### config.mk
export PLATFORM = sky130hd
export DESIGN_NAME = imgup_mac
export DESIGN_NICKNAME = d
export VERILOG_FILES = /design/src/hw/rtl/assert_macros.svh /design/src/hw/rtl/imgup_pkg.sv /design/src/hw/rtl/imgup_mac.sv
export SDC_FILE = /design/constraint.sdc
export NUM_CORES = 1
export LEC_CHECK = 0
export BUFFER_PORTS_ARGS = -buffer_cell sky130_fd_sc_hd__buf_4
export CORE_AREA = 5 5 134 136
export CTS_CLUSTER_DIAMETER = 120
export DETAILED_ROUTE_END_ITERATION = 8
export DIE_AREA = 0 0 139 141
export PLACE_DENSITY = 0.9
export SYNTH_ARGS = -nofsm -noshare
export SYNTH_HDL_FRONTEND = slang
export SYNTH_SLANG_ARGS = --single-unit
### constraint.sdc
create_clock -name clk -period 12.26 [get_ports clk]
set_clock_uncertainty 0.2 [all_clocks]
set_input_delay 2.452 -clock clk [delete_from_list [all_inputs] [get_ports clk]]
set_output_delay 2.452 -clock clk [all_outputs]
set_load 0.005 [all_outputs]
### src/hw/rtl/assert_macros.svh
// assertion macros used by the top-level rtl file
`ifndef ASSERT_MACROS_SVH
`define ASSERT_MACROS_SVH

// antecedent implies consequent, checked at every rising edge outside reset
`define ASSERT_IMPLY(label, clk, rst, ante, cons) \
  label: assert property (@(posedge clk) disable iff (rst) (ante) |-> cons) \
    else $error("assertion failed: implication");

// expression must never hold outside reset
`define ASSERT_NEVER(label, clk, rst, expr) \
  label: assert property (@(posedge clk) disable iff (rst) !(expr)) \
    else $error("assertion failed: forbidden condition");

`endif

### src/hw/rtl/imgup_pkg.sv
// package: types, constants and helpers of the image upscale sampler
`default_nettype none

package imgup_pkg;

  // default sizes
  localparam int DEF_MAX_WIDTH      = 64;
  localparam int DEF_MAX_HEIGHT     = 64;
  localparam int DEF_MAX_SCALE_LOG2 = 3;
  localparam int DEF_GAIN_FRAC_BITS = 10;

  // fixed field widths
  localparam int COORD_W     = 9;
  localparam int PIXEL_W     = 8;
  localparam int INTENSITY_W = 17;
  localparam int GAIN_W      = 12;
  localparam int DIM_REG_W   = 7;
  localparam int SCALE_REG_W = 2;
  localparam int CFG_DATA_W  = 12;
  localparam int CFG_INDEX_W = 3;
  // holds any image dimension up to 1024
  localparam int DIM_W       = 11;

  localparam logic [INTENSITY_W-1:0] INTENSITY_MAX = '1;

  // register indexes
  localparam logic [CFG_INDEX_W-1:0] REG_SCALE_LOG2     = 3'd0;
  localparam logic [CFG_INDEX_W-1:0] REG_SAMPLE_MODE    = 3'd1;
  localparam logic [CFG_INDEX_W-1:0] REG_SOURCE_WIDTH   = 3'd2;
  localparam logic [CFG_INDEX_W-1:0] REG_SOURCE_HEIGHT  = 3'd3;
  localparam logic [CFG_INDEX_W-1:0] REG_INTENSITY_GAIN = 3'd4;

  // action and mode codes
  localparam logic ACT_WRITE     = 1'b0;
  localparam logic ACT_SAMPLE    = 1'b1;
  localparam logic MODE_NEAREST  = 1'b0;
  localparam logic MODE_BILINEAR = 1'b1;

  // reset values of the registers
  localparam logic [DIM_REG_W-1:0] RST_SOURCE_DIM = 7'd64;
  localparam logic [GAIN_W-1:0]    RST_GAIN       = 12'd1024;

  // neighbour taps in fetch order
  typedef enum logic [1:0] {
    TAP_00,
    TAP_10,
    TAP_01,
    TAP_11
  } tap_t;

  typedef struct packed {
    logic               action;
    logic [COORD_W-1:0] coord_x;
    logic [COORD_W-1:0] coord_y;
    logic [PIXEL_W-1:0] pixel_value;
  } sample_req_t;

  typedef struct packed {
    logic [COORD_W-1:0]     sample_x;
    logic [COORD_W-1:0]     sample_y;
    logic [INTENSITY_W-1:0] intensity;
  } sample_res_t;

  // datapath control from the sequencer
  typedef struct packed {
    logic clear;
    logic accum;
    logic gain_load;
    logic out_load;
  } mac_ctrl_t;

  // register value 0 acts as 1, anything above the maximum as the maximum
  function automatic logic [DIM_W-1:0] eff_dim(input logic [DIM_REG_W-1:0] r,
                                               input logic [DIM_W-1:0] maxd);
    logic [DIM_W-1:0] ext;
    ext = DIM_W'(r);
    if (r == '0) begin
      return DIM_W'(1);
    end
    return (ext > maxd) ? maxd : ext;
  endfunction

  // clamp an index to the last valid position below lim
  function automatic logic [DIM_W-1:0] clamp_index(input logic [DIM_W-2:0] v,
                                                   input logic [DIM_W-1:0] lim);
    logic [DIM_W-1:0] ext;
    ext = {1'b0, v};
    return (ext >= lim) ? lim - DIM_W'(1) : ext;
  endfunction

endpackage

`default_nettype wire

### src/hw/rtl/imgup_mac.sv
// weighted neighbour accumulator, gain multiply and rounding
`default_nettype none

module imgup_mac
  import imgup_pkg::*;
#(
  parameter int MAX_SCALE_LOG2 = DEF_MAX_SCALE_LOG2,
  parameter int GAIN_FRAC_BITS = DEF_GAIN_FRAC_BITS
) (
  input  wire logic                                   clk,
  input  wire mac_ctrl_t                              ctrl,
  input  wire logic [PIXEL_W-1:0]                     pixel,
  input  wire logic [2*MAX_SCALE_LOG2:0]              weight,
  input  wire logic [GAIN_W-1:0]                      gain,
  input  wire logic [$clog2(MAX_SCALE_LOG2+1)-1:0]    scale,
  output logic      [INTENSITY_W-1:0]                 intensity
);

  localparam int ACC_W = PIXEL_W + 2 * MAX_SCALE_LOG2;
  localparam int PW    = ACC_W + GAIN_W;
  localparam int NUM_W = PW + 8 + 1;
  localparam int TW    = $clog2(2 * MAX_SCALE_LOG2 + GAIN_FRAC_BITS + 1);

  logic [ACC_W-1:0] acc;
  logic [ACC_W-1:0] contrib;
  logic [PW-1:0]    prod;
  logic [TW-1:0]    shift;
  logic [NUM_W-1:0] num;
  logic [NUM_W-1:0] val;

  // zero-weight taps add nothing, whatever the store returns
  assign contrib = (weight == '0) ? '0 : ACC_W'(pixel) * ACC_W'(weight);

  // t = 2s + frac bits, result in 1/256 units rounded half up
  assign shift = TW'({scale, 1'b0}) + TW'(GAIN_FRAC_BITS);
  assign num   = {1'b0, prod, 8'b0} + (NUM_W'(1) << (shift - TW'(1)));
  assign val   = num >> shift;

  always_ff @(posedge clk) begin
    if (ctrl.clear) begin
      acc <= '0;
    end else if (ctrl.accum) begin
      acc <= acc + contrib;
    end
    if (ctrl.gain_load) begin
      prod <= PW'(acc) * PW'(gain);
    end
    if (ctrl.out_load) begin
      intensity <= (val > NUM_W'(INTENSITY_MAX)) ? INTENSITY_MAX : val[INTENSITY_W-1:0];
    end
  end

endmodule

`default_nettype wire

==> flow_metrics.env <==
export IMPL_seq_area_frac_synth=0.1452
export IMPL_post_route_util=0.6698
export IMPL_startpoint_type="input port"
export IMPL_yosysUniqueCellTypes=62
export IMPL_firstDrtPassIters=5
export IMPL_wl_um=22740
export IMPL_yosysTopAreaCellShare=0.2809
export IMPL_fmaxAchievable_mhz=125.2
export IMPL_yosys_area_top_type="fa_1"
export IMPL_cts_buffers=5
export IMPL_grt_total_usage=0.2374
export IMPL_synth_commonest_cells="inv_1 (197), nand2_1 (162), fa_1 (149), ha_1 (112), and2_1 (102)"
export IMPL_cts_sinks=56
export IMPL_min_from="acc[0]"
export IMPL_arrival_ps=7990
export IMPL_port_buffers=50
export IMPL_die_area_mm2=0.01960
export IMPL_grt_pass1_vias=8583
export IMPL_hold_path_end="acc[0]"
export IMPL_area_delta_synth_final_pct=6.068
export IMPL_io_pins=51
export IMPL_timing_final_crit_period_ps=7989
export IMPL_cts_resized=0
export IMPL_max_stage_delay_ps=540
export IMPL_rrSetupSlack_ps=5940
export IMPL_viasPerCell=5.789
export IMPL_endpoint_kind="register"
export IMPL_rr_worst_depth=20
export IMPL_grt_overflow=0
export IMPL_post_cts_setup_buffer_count=0
export IMPL_layout_nets=1507
export IMPL_grt_setup_unrepaired="no"
export IMPL_row_count=48
export IMPL_synthFlopType="edfxtp_1"
export IMPL_vias=8325
export IMPL_dp_slack_ps=3946
export IMPL_cts_buffer_depth=2
export IMPL_leakagePower_nw=5.382
export IMPL_required_ps=12260
export IMPL_synth_edff_count=42
export IMPL_outcome="completed"
export IMPL_start_util=0.6315
export IMPL_timing_rr_start="acc[5]"
export IMPL_dpl_instance_area_mm2=0.01111
export IMPL_synth_area_mm2=0.01062
export IMPL_drc_errors=0
export IMPL_wire_per_inst_um=15.81
export IMPL_hpwl_um=18450
export IMPL_setup_viol=0
export IMPL_synthCells=1199
export IMPL_p_total_mw=2.591
export IMPL_diodes=0
export IMPL_cts_root_buf="clkbuf_16"
export IMPL_yosys_top_cells_area="fa_1 (28%), ha_1 (13%), edfxtp_1 (12%), inv_1 (7.0%), and2_1 (6.0%)"
export IMPL_tightest_slew_ps=775.7
export IMPL_synth_nets=1494
export IMPL_grt_pass1_wl_um=39180
export IMPL_ys_ff_latch=56
export IMPL_post_route_cell_area_mm2=0.01126
export IMPL_final_max_slew_viol_count=0
export IMPL_vdd_drop_max_mv=0.1827
export IMPL_cpMostUsedCell="inv_1"
export IMPL_period_share=0.6516
export IMPL_synthArstFlopShare=0
export IMPL_die_h_um=141
export IMPL_maxCapViolCount=0
export IMPL_path_clk_slew_ps=80
export IMPL_yosysMostFrequentCell="inv_1"
export IMPL_cts_tree="yes"
export IMPL_antenna_found_initial=0
export IMPL_maxSlewHeadroom=0.4790
export IMPL_die_x_um=139
export IMPL_worstPathMaxFanout=9
export IMPL_synth_avg_cell_area_um2=8.856
export IMPL_hold_path_depth=2
export IMPL_critPathSlowestCell="fa_1"
export IMPL_clk_latency_ps=300
export IMPL_cts_hold_buf=0
export IMPL_core_mm2=0.01682
export IMPL_place_gp_congestion=0.8680
export IMPL_h_tree_depth=2
export IMPL_worst_hold_path_type="reg2reg"
export IMPL_yosysWarnings=0
export IMPL_grt_max_degree=29
export IMPL_drive_gt1_frac=0.06430
export IMPL_finalHoldViolCount=0
export IMPL_p_per_area_mw_per_mm2=230.0
export IMPL_setup_ws_ps=4271
export IMPL_worstSetupPathType="in2reg"
export IMPL_postRouteAntennaNets=0
export IMPL_rr_endpoint="prod[25]"
export IMPL_final_setup_tns_ps=0
export IMPL_drtIter0Drc=561
cells by family after synthesis:
logic type | after synthesis | share of synthesized area
adders and majority gates | 261 | 0.4129
AOI/OAI and AO/OA | 155 | 0.1019
and+or+nand+nor | 415 | 0.1942
muxes | 14 | 0.01355
xor gates and xnor gates | 55 | 0.04536
DFF | 56 | 0.1452
buffers and inverters | 243 | 0.08696
worst max path at each step:
stage | slack, ps | from | cells after the start | end
finish | 4270 | weight[3] | 26 | acc[13]
global route | 3860 | weight[3] | 26 | acc[13]
CTS | 4270 | weight[3] | 26 | acc[13]
detailed placement | 3950 | weight[3] | 26 | acc[13]
global placement | 4120 | weight[3] | 26 | acc[13]
floorplan | 4300 | weight[6] | 25 | acc[13]
flip-flops by register name, indices dropped and copies added (netlist names):
signal and cells:
acc 14, prod 25, intensity 17
critical path, delay by kind of cell:
kind                       cells  cell delay [ps]
AOI/OAI and AO/OA              6             1070
adders and majority gates      6             2740
xor gates and xnor gates       1              150
muxes                          1              380
and+or+nand+nor                6              780
buffers and inverters          6              410
where the power goes:
group | internal [mW] | switching, mW | total, mW
clock network | 0.0790 | 0.0758 | 0.155
registers | 0.328 | 0.112 | 0.440
logic | 0.872 | 1.12 | 2.00
layout make-up:
cell class	count	area, µm²
fillers	1299	5553
inverters	198	743.2
flip-flops and latches	56	1541
clock buffers	5	125.1
well taps	225	281.5
repair buffers	51	382.9
clock inverters	3	28.78
multi-input cells	900	8160
layer usage:
layer,track usage,vias to the layer above,part of all wire
met4,0.06591,0,0.023
li1,-,3917,-
met5,0,-,0
met3,0.03494,50,0.053
met2,0.4367,266,0.53
met1,0.2915,4092,0.40
cell usage in the layout (no fill, tap or decap), types with 5 or more instances in the layout:
| cell | n |
|---|---|
| dfxtp_1 | 14 |
| nor2_1 | 52 |
| mux2i_1 | 11 |
| ha_1 | 112 |
| a211oi_1 | 14 |
| o21ai_0 | 24 |
| nand2_1 | 162 |
| nor3_1 | 29 |
| a21o_1 | 8 |
| nand3_1 | 13 |
| edfxtp_1 | 42 |
| xnor2_1 | 37 |
| and3_1 | 7 |
| nor2b_1 | 13 |
| buf_4 | 51 |
| o211ai_1 | 20 |
| o21bai_1 | 6 |
| xor2_1 | 18 |
| o21a_1 | 7 |
| fa_1 | 149 |
| clkbuf_16 | 5 |
| and2_1 | 102 |
| a21oi_1 | 32 |
| inv_1 | 197 |
| nand2b_1 | 10 |
per-stage QoR:
| stage | hold WS, ps | std cells |
|---|---|---|
| after global placement | 501.3 | 1430 |
| after detailed placement | 506.8 | 1430 |
| after CTS | 510.8 | 1438 |
| after floorplan | 273.6 | 1199 |
| after global routing | 555.0 | 1438 |
| final | 520.6 | 1438 |
(Power assumes the default switching activity.)
