## src/hw/rtl/assert_macros.svh

```systemverilog
// assertion macros used by the top-level rtl file
`ifndef ASSERT_MACROS_SVH
`define ASSERT_MACROS_SVH

// antecedent implies consequent, checked at every rising edge outside reset
`define ASSERT_IMPLY(label, clk, rst, ante, cons) \
  label: assert property (@(posedge clk) disable iff (rst) (ante) |-> cons) \
    else $error("assertion failed: implication");

// expression must never hold outside reset
`define ASSERT_NEVER(label, clk, rst, expr) \
  label: assert property (@(posedge clk) disable iff (rst) !(expr)) \
    else $error("assertion failed: forbidden condition");

`endif

```

## src/hw/rtl/imgup_pkg.sv

```systemverilog
// package: types, constants and helpers of the image upscale sampler
`default_nettype none

package imgup_pkg;

  // default sizes
  localparam int DEF_MAX_WIDTH      = 64;
  localparam int DEF_MAX_HEIGHT     = 64;
  localparam int DEF_MAX_SCALE_LOG2 = 3;
  localparam int DEF_GAIN_FRAC_BITS = 10;

  // fixed field widths
  localparam int COORD_W     = 9;
  localparam int PIXEL_W     = 8;
  localparam int INTENSITY_W = 17;
  localparam int GAIN_W      = 12;
  localparam int DIM_REG_W   = 7;
  localparam int SCALE_REG_W = 2;
  localparam int CFG_DATA_W  = 12;
  localparam int CFG_INDEX_W = 3;
  // holds any image dimension up to 1024
  localparam int DIM_W       = 11;

  localparam logic [INTENSITY_W-1:0] INTENSITY_MAX = '1;

  // register indexes
  localparam logic [CFG_INDEX_W-1:0] REG_SCALE_LOG2     = 3'd0;
  localparam logic [CFG_INDEX_W-1:0] REG_SAMPLE_MODE    = 3'd1;
  localparam logic [CFG_INDEX_W-1:0] REG_SOURCE_WIDTH   = 3'd2;
  localparam logic [CFG_INDEX_W-1:0] REG_SOURCE_HEIGHT  = 3'd3;
  localparam logic [CFG_INDEX_W-1:0] REG_INTENSITY_GAIN = 3'd4;

  // action and mode codes
  localparam logic ACT_WRITE     = 1'b0;
  localparam logic ACT_SAMPLE    = 1'b1;
  localparam logic MODE_NEAREST  = 1'b0;
  localparam logic MODE_BILINEAR = 1'b1;

  // reset values of the registers
  localparam logic [DIM_REG_W-1:0] RST_SOURCE_DIM = 7'd64;
  localparam logic [GAIN_W-1:0]    RST_GAIN       = 12'd1024;

  // neighbour taps in fetch order
  typedef enum logic [1:0] {
    TAP_00,
    TAP_10,
    TAP_01,
    TAP_11
  } tap_t;

  typedef struct packed {
    logic               action;
    logic [COORD_W-1:0] coord_x;
    logic [COORD_W-1:0] coord_y;
    logic [PIXEL_W-1:0] pixel_value;
  } sample_req_t;

  typedef struct packed {
    logic [COORD_W-1:0]     sample_x;
    logic [COORD_W-1:0]     sample_y;
    logic [INTENSITY_W-1:0] intensity;
  } sample_res_t;

  // datapath control from the sequencer
  typedef struct packed {
    logic clear;
    logic accum;
    logic gain_load;
    logic out_load;
  } mac_ctrl_t;

  // register value 0 acts as 1, anything above the maximum as the maximum
  function automatic logic [DIM_W-1:0] eff_dim(input logic [DIM_REG_W-1:0] r,
                                               input logic [DIM_W-1:0] maxd);
    logic [DIM_W-1:0] ext;
    ext = DIM_W'(r);
    if (r == '0) begin
      return DIM_W'(1);
    end
    return (ext > maxd) ? maxd : ext;
  endfunction

  // clamp an index to the last valid position below lim
  function automatic logic [DIM_W-1:0] clamp_index(input logic [DIM_W-2:0] v,
                                                   input logic [DIM_W-1:0] lim);
    logic [DIM_W-1:0] ext;
    ext = {1'b0, v};
    return (ext >= lim) ? lim - DIM_W'(1) : ext;
  endfunction

endpackage

`default_nettype wire

```

## src/hw/rtl/imgup_tap.sv

```systemverilog
// neighbour address and bilinear weight for one fetch tap
`default_nettype none

module imgup_tap
  import imgup_pkg::*;
#(
  parameter int MAX_WIDTH      = DEF_MAX_WIDTH,
  parameter int MAX_HEIGHT     = DEF_MAX_HEIGHT,
  parameter int MAX_SCALE_LOG2 = DEF_MAX_SCALE_LOG2
) (
  input  wire tap_t                                         tap,
  input  wire logic [$clog2(MAX_WIDTH)-1:0]                 x0,
  input  wire logic [$clog2(MAX_WIDTH)-1:0]                 x1,
  input  wire logic [$clog2(MAX_HEIGHT)-1:0]                y0,
  input  wire logic [$clog2(MAX_HEIGHT)-1:0]                y1,
  input  wire logic [MAX_SCALE_LOG2:0]                      wx0,
  input  wire logic [MAX_SCALE_LOG2:0]                      wx1,
  input  wire logic [MAX_SCALE_LOG2:0]                      wy0,
  input  wire logic [MAX_SCALE_LOG2:0]                      wy1,
  output logic      [$clog2(MAX_WIDTH*MAX_HEIGHT)-1:0]      addr,
  output logic      [2*MAX_SCALE_LOG2:0]                    weight
);

  localparam int CW = $clog2(MAX_WIDTH);
  localparam int RW = $clog2(MAX_HEIGHT);
  localparam int AW = $clog2(MAX_WIDTH * MAX_HEIGHT);
  localparam int FW = MAX_SCALE_LOG2;

  logic [CW-1:0] col;
  logic [RW-1:0] row;
  logic [FW:0]   wx;
  logic [FW:0]   wy;

  always_comb begin
    case (tap)
      TAP_00: begin
        col = x0; row = y0; wx = wx0; wy = wy0;
      end
      TAP_10: begin
        col = x1; row = y0; wx = wx1; wy = wy0;
      end
      TAP_01: begin
        col = x0; row = y1; wx = wx0; wy = wy1;
      end
      TAP_11: begin
        col = x1; row = y1; wx = wx1; wy = wy1;
      end
      default: begin
        col = x0; row = y0; wx = wx0; wy = wy0;
      end
    endcase
  end

  // row-major store layout
  assign addr   = AW'(32'(row) * MAX_WIDTH + 32'(col));
  assign weight = {{FW{1'b0}}, wx} * {{FW{1'b0}}, wy};

endmodule

`default_nettype wire

```

## config.mk

```make
export PLATFORM = sky130hd
export DESIGN_NAME = imgup_tap
export DESIGN_NICKNAME = d
export VERILOG_FILES = /design/src/hw/rtl/assert_macros.svh /design/src/hw/rtl/imgup_pkg.sv /design/src/hw/rtl/imgup_tap.sv
export SDC_FILE = /design/constraint.sdc
export NUM_CORES = 1
export LEC_CHECK = 0
export BUFFER_PORTS_ARGS = -buffer_cell sky130_fd_sc_hd__buf_4
export CAP_MARGIN = 20
export CORE_MARGIN = 8
export CORE_UTILIZATION = 39
export DETAILED_ROUTE_END_ITERATION = 7
export PLACE_DENSITY = 0.85
export SLEW_MARGIN = 20
export SYNTH_ARGS = -nofsm -noshare
export SYNTH_HDL_FRONTEND = slang
export SYNTH_SLANG_ARGS = --single-unit
export TNS_END_PERCENT = 20
```

## constraint.sdc

```tcl
create_clock -name vclk -period 5.09
set_clock_uncertainty 0.2 [all_clocks]
set_input_delay 0.509 -clock vclk [all_inputs]
set_output_delay 0.509 -clock vclk [all_outputs]
set_load 0.01 [all_outputs]
```

==> report_table.html <==
<table>
<tr><th>Metric</th><th>Value</th></tr>
<tr><th colspan="2">Worst setup path</th></tr>
<tr><td>Type of the worst setup path</td><td>input port to output port</td></tr>
<tr><td>Kind of end point of the critical path</td><td>output port</td></tr>
<tr><td>Req. time, crit path</td><td>4.38 ns</td></tr>
<tr><td>Type of origin of the critical path</td><td>input port</td></tr>
<tr><td>Worst Path Max Fanout</td><td>12</td></tr>
<tr><td>Data arrival at the endpoint of the critical path</td><td>3.62 ns</td></tr>
<tr><th colspan="2">Timing</th></tr>
<tr><td>Number of slew-limit violations in the final report</td><td>0</td></tr>
<tr><td>Sum of negative setup slack</td><td>0 ns</td></tr>
<tr><td>Final setup margin</td><td>0.763 ns</td></tr>
<tr><td>Slew at the pin with the worst max-slew slack</td><td>0.343 ns</td></tr>
<tr><td>Number of hold violations in the final report</td><td>0</td></tr>
<tr><td>Setup violation total in the final timing report</td><td>0</td></tr>
<tr><td>Final worst-path cycle share</td><td>85.0%</td></tr>
<tr><td>Slew margin rel.</td><td>76.5%</td></tr>
<tr><td>Peak clock frequency supported by timing</td><td>0.231 GHz</td></tr>
<tr><td>Period minus WS final</td><td>4.33 ns</td></tr>
<tr><td>Unrepaired setup endpoints after global routing</td><td>false</td></tr>
<tr><th colspan="2">Logic synthesis</th></tr>
<tr><td>Top cell types by occurrence after synthesis</td><td>mux2_2, ha_1, nor2_1, mux2i_1, inv_1</td></tr>
<tr><td>Post-Syn Area</td><td>646 um^2</td></tr>
<tr><td>Cell types occupying the most area after synthesis</td><td>mux2_2, ha_1, fa_1, mux2i_1, nor2_1</td></tr>
<tr><td>Post-synthesis instance total</td><td>69</td></tr>
<tr><td>Library cell occupying the most area in the post-synthesis netlist</td><td>mux2_2</td></tr>
<tr><td>Yosys Warn Count</td><td>0</td></tr>
<tr><td>Post-synth cell types</td><td>15</td></tr>
<tr><td>Area fraction of the dominant cell type after synthesis</td><td>26.2%</td></tr>
<tr><td>Net Count, Synth</td><td>125</td></tr>
<tr><td>Average footprint of a synthesized cell</td><td>9.36 um^2</td></tr>
<tr><td>Library cell with the highest instance count after synthesis</td><td>mux2_2</td></tr>
<tr><td>Proportion of synthesized chip area in sequential cells</td><td>0%</td></tr>
<tr><th colspan="2">Placement</th></tr>
<tr><td>Number of buffers added on ports</td><td>61</td></tr>
<tr><td>Half-perimeter wire length after placement</td><td>2.07 mm</td></tr>
<tr><td>RePlAce Congestion</td><td>0.767</td></tr>
<tr><td>Worst setup slack before clock tree synthesis</td><td>0.754 ns</td></tr>
<tr><th colspan="2">Route</th></tr>
<tr><td>Remaining DRCs</td><td>0</td></tr>
<tr><td>Iter 0 DRT Violations</td><td>8</td></tr>
<tr><td>Final antenna-violating net count</td><td>0</td></tr>
<tr><td>Routed len/inst</td><td>15.6 um</td></tr>
<tr><td>Wire length after detailed routing</td><td>2.24 mm</td></tr>
<tr><td>DRT Pass-1 Iters</td><td>4</td></tr>
<tr><td>Routed via count divided by cell count</td><td>4.94</td></tr>
<tr><td>Vias</td><td>712</td></tr>
<tr><th colspan="2">Cells and area</th></tr>
<tr><td>Area of the multi-input gates</td><td>601 um^2</td></tr>
<tr><td>Sequential Area</td><td>0 um^2</td></tr>
<tr><td>Layout fillers</td><td>123</td></tr>
<tr><td>Final nets</td><td>186</td></tr>
<tr><td>Proportion of layout cells with a drive suffix above 1</td><td>61.7%</td></tr>
<tr><td>P&amp;R area growth vs syn</td><td>70.5%</td></tr>
<tr><td>Number of flip-flops and latches</td><td>0</td></tr>
<tr><td>Count of inserted antenna diode cells</td><td>0</td></tr>
<tr><td>Number of clock buffers in the layout</td><td>0</td></tr>
<tr><th colspan="2">Global routing</th></tr>
<tr><td>GRT Total Usage</td><td>13.1%</td></tr>
<tr><td>Initial antenna violation count</td><td>0</td></tr>
<tr><td>Total congestion overflow after global routing</td><td>0</td></tr>
<tr><td>Maximum number of pins on one net before global-route repair</td><td>13</td></tr>
<tr><td>Global-route wire length before repair</td><td>3.61 mm</td></tr>
<tr><td>Vias in the first global route</td><td>753</td></tr>
<tr><th colspan="2">Die</th></tr>
<tr><td>Die ar.</td><td>3210 um^2</td></tr>
<tr><td>Core Area</td><td>1520 um^2</td></tr>
<tr><td>Cell row count</td><td>14</td></tr>
<tr><td>Die Span X</td><td>56.7 um</td></tr>
<tr><td>Boundary Pins</td><td>61</td></tr>
<tr><td>Vert. Die Dim</td><td>56.7 um</td></tr>
<tr><td>Effective utilization at floorplan</td><td>42.4%</td></tr>
<tr><th colspan="2">Power</th></tr>
<tr><td>Power per standard cell area</td><td>141 nW/um^2</td></tr>
<tr><td>Leakage</td><td>0.000640 uW</td></tr>
<tr><td>Worst voltage drop across the vdd grid</td><td>0.163 mV</td></tr>
<tr><td>Total power after layout</td><td>156 uW</td></tr>
<tr><th colspan="2">Clock network</th></tr>
<tr><td>Number of gates given a new drive strength after cts</td><td>0</td></tr>
<tr><td>Number of setup buffers added after CTS</td><td>0</td></tr>
<tr><td>Post-CTS Hold Buffers</td><td>0</td></tr>
<tr><th colspan="2">Min path</th></tr>
<tr><td>Kind of path behind the tightest hold check</td><td>input port to output port</td></tr>
<tr><th colspan="2">Run status</th></tr>
<tr><td>Run status</td><td>finished clean</td></tr>
<tr><th colspan="2">Job</th></tr>
<tr><td>Max-cap check violation count</td><td>0</td></tr>
</table>
worst paths after layout:
kind / start / cells after the start / endpoint
worst max-delay path: tap[0] / 11 / weight[6]
worst min-delay path: x0[1] / 3 / addr[1]
final cells by class:
type | instances | area share, %
inverter | 6 | 2.05
multi-input combinational | 61 | 54.5
tap | 16 | 1.82
timing repair buffer | 61 | 41.6
per-layer routing:
layer / GRT usage, % / part of all wire, % / wire, um
met3: 3.37 / 8.8 / 197
met5: 0 / 0 / 0
met1: 14.7 / 39 / 874
met4: 0 / 0 / 0
met2: 25.1 / 52 / 1170
cell families (layout without fill, tap and decap cells):
family	Yosys count	count (layout)	synth area share [%]
xor+xnor	4	4	7.56
fa+ha+maj	14	14	31.8
mux	23	23	38.6
compound gates	4	4	3.88
simple gates	16	16	11.2
buf+inv	8	67	6.98
report_power, final:
group          switching, uW  internal [uW]
Combinational           66.2           89.5
Sequential                 0              0
Clock                      0              0
placed cells by master, fill, tap and decap left out, types with 3 or more instances in the layout:
cell type	count
buf_4	61
nor2_1	9
mux2i_1	8
or2_2	3
ha_1	10
inv_1	6
fa_1	4
mux2_2	15
worst max-delay path: stages:
cell and delay (ns):
buf_4 0.17, mux2i_1 0.19, or2_2 0.32, fa_1 0.51, fa_1 0.54, inv_1 0.06, fa_1 0.45, a21o_1 0.19
a21oi_1 0.13, xnor3_1 0.39, buf_4 0.15
per-stage QoR:
step	std cells	util (%)	hold slack (ns)	area [um^2]
after floorplan	69	-	0.969	646
after global placement	144	72.2	1.13	1100
after detailed placement	144	72.2	1.13	1100
after CTS	144	72.2	1.13	1100
after global routing	144	72.2	1.14	1100
final	144	72.2	1.13	1100
Note: power is estimated with default switching activity, not from simulation.
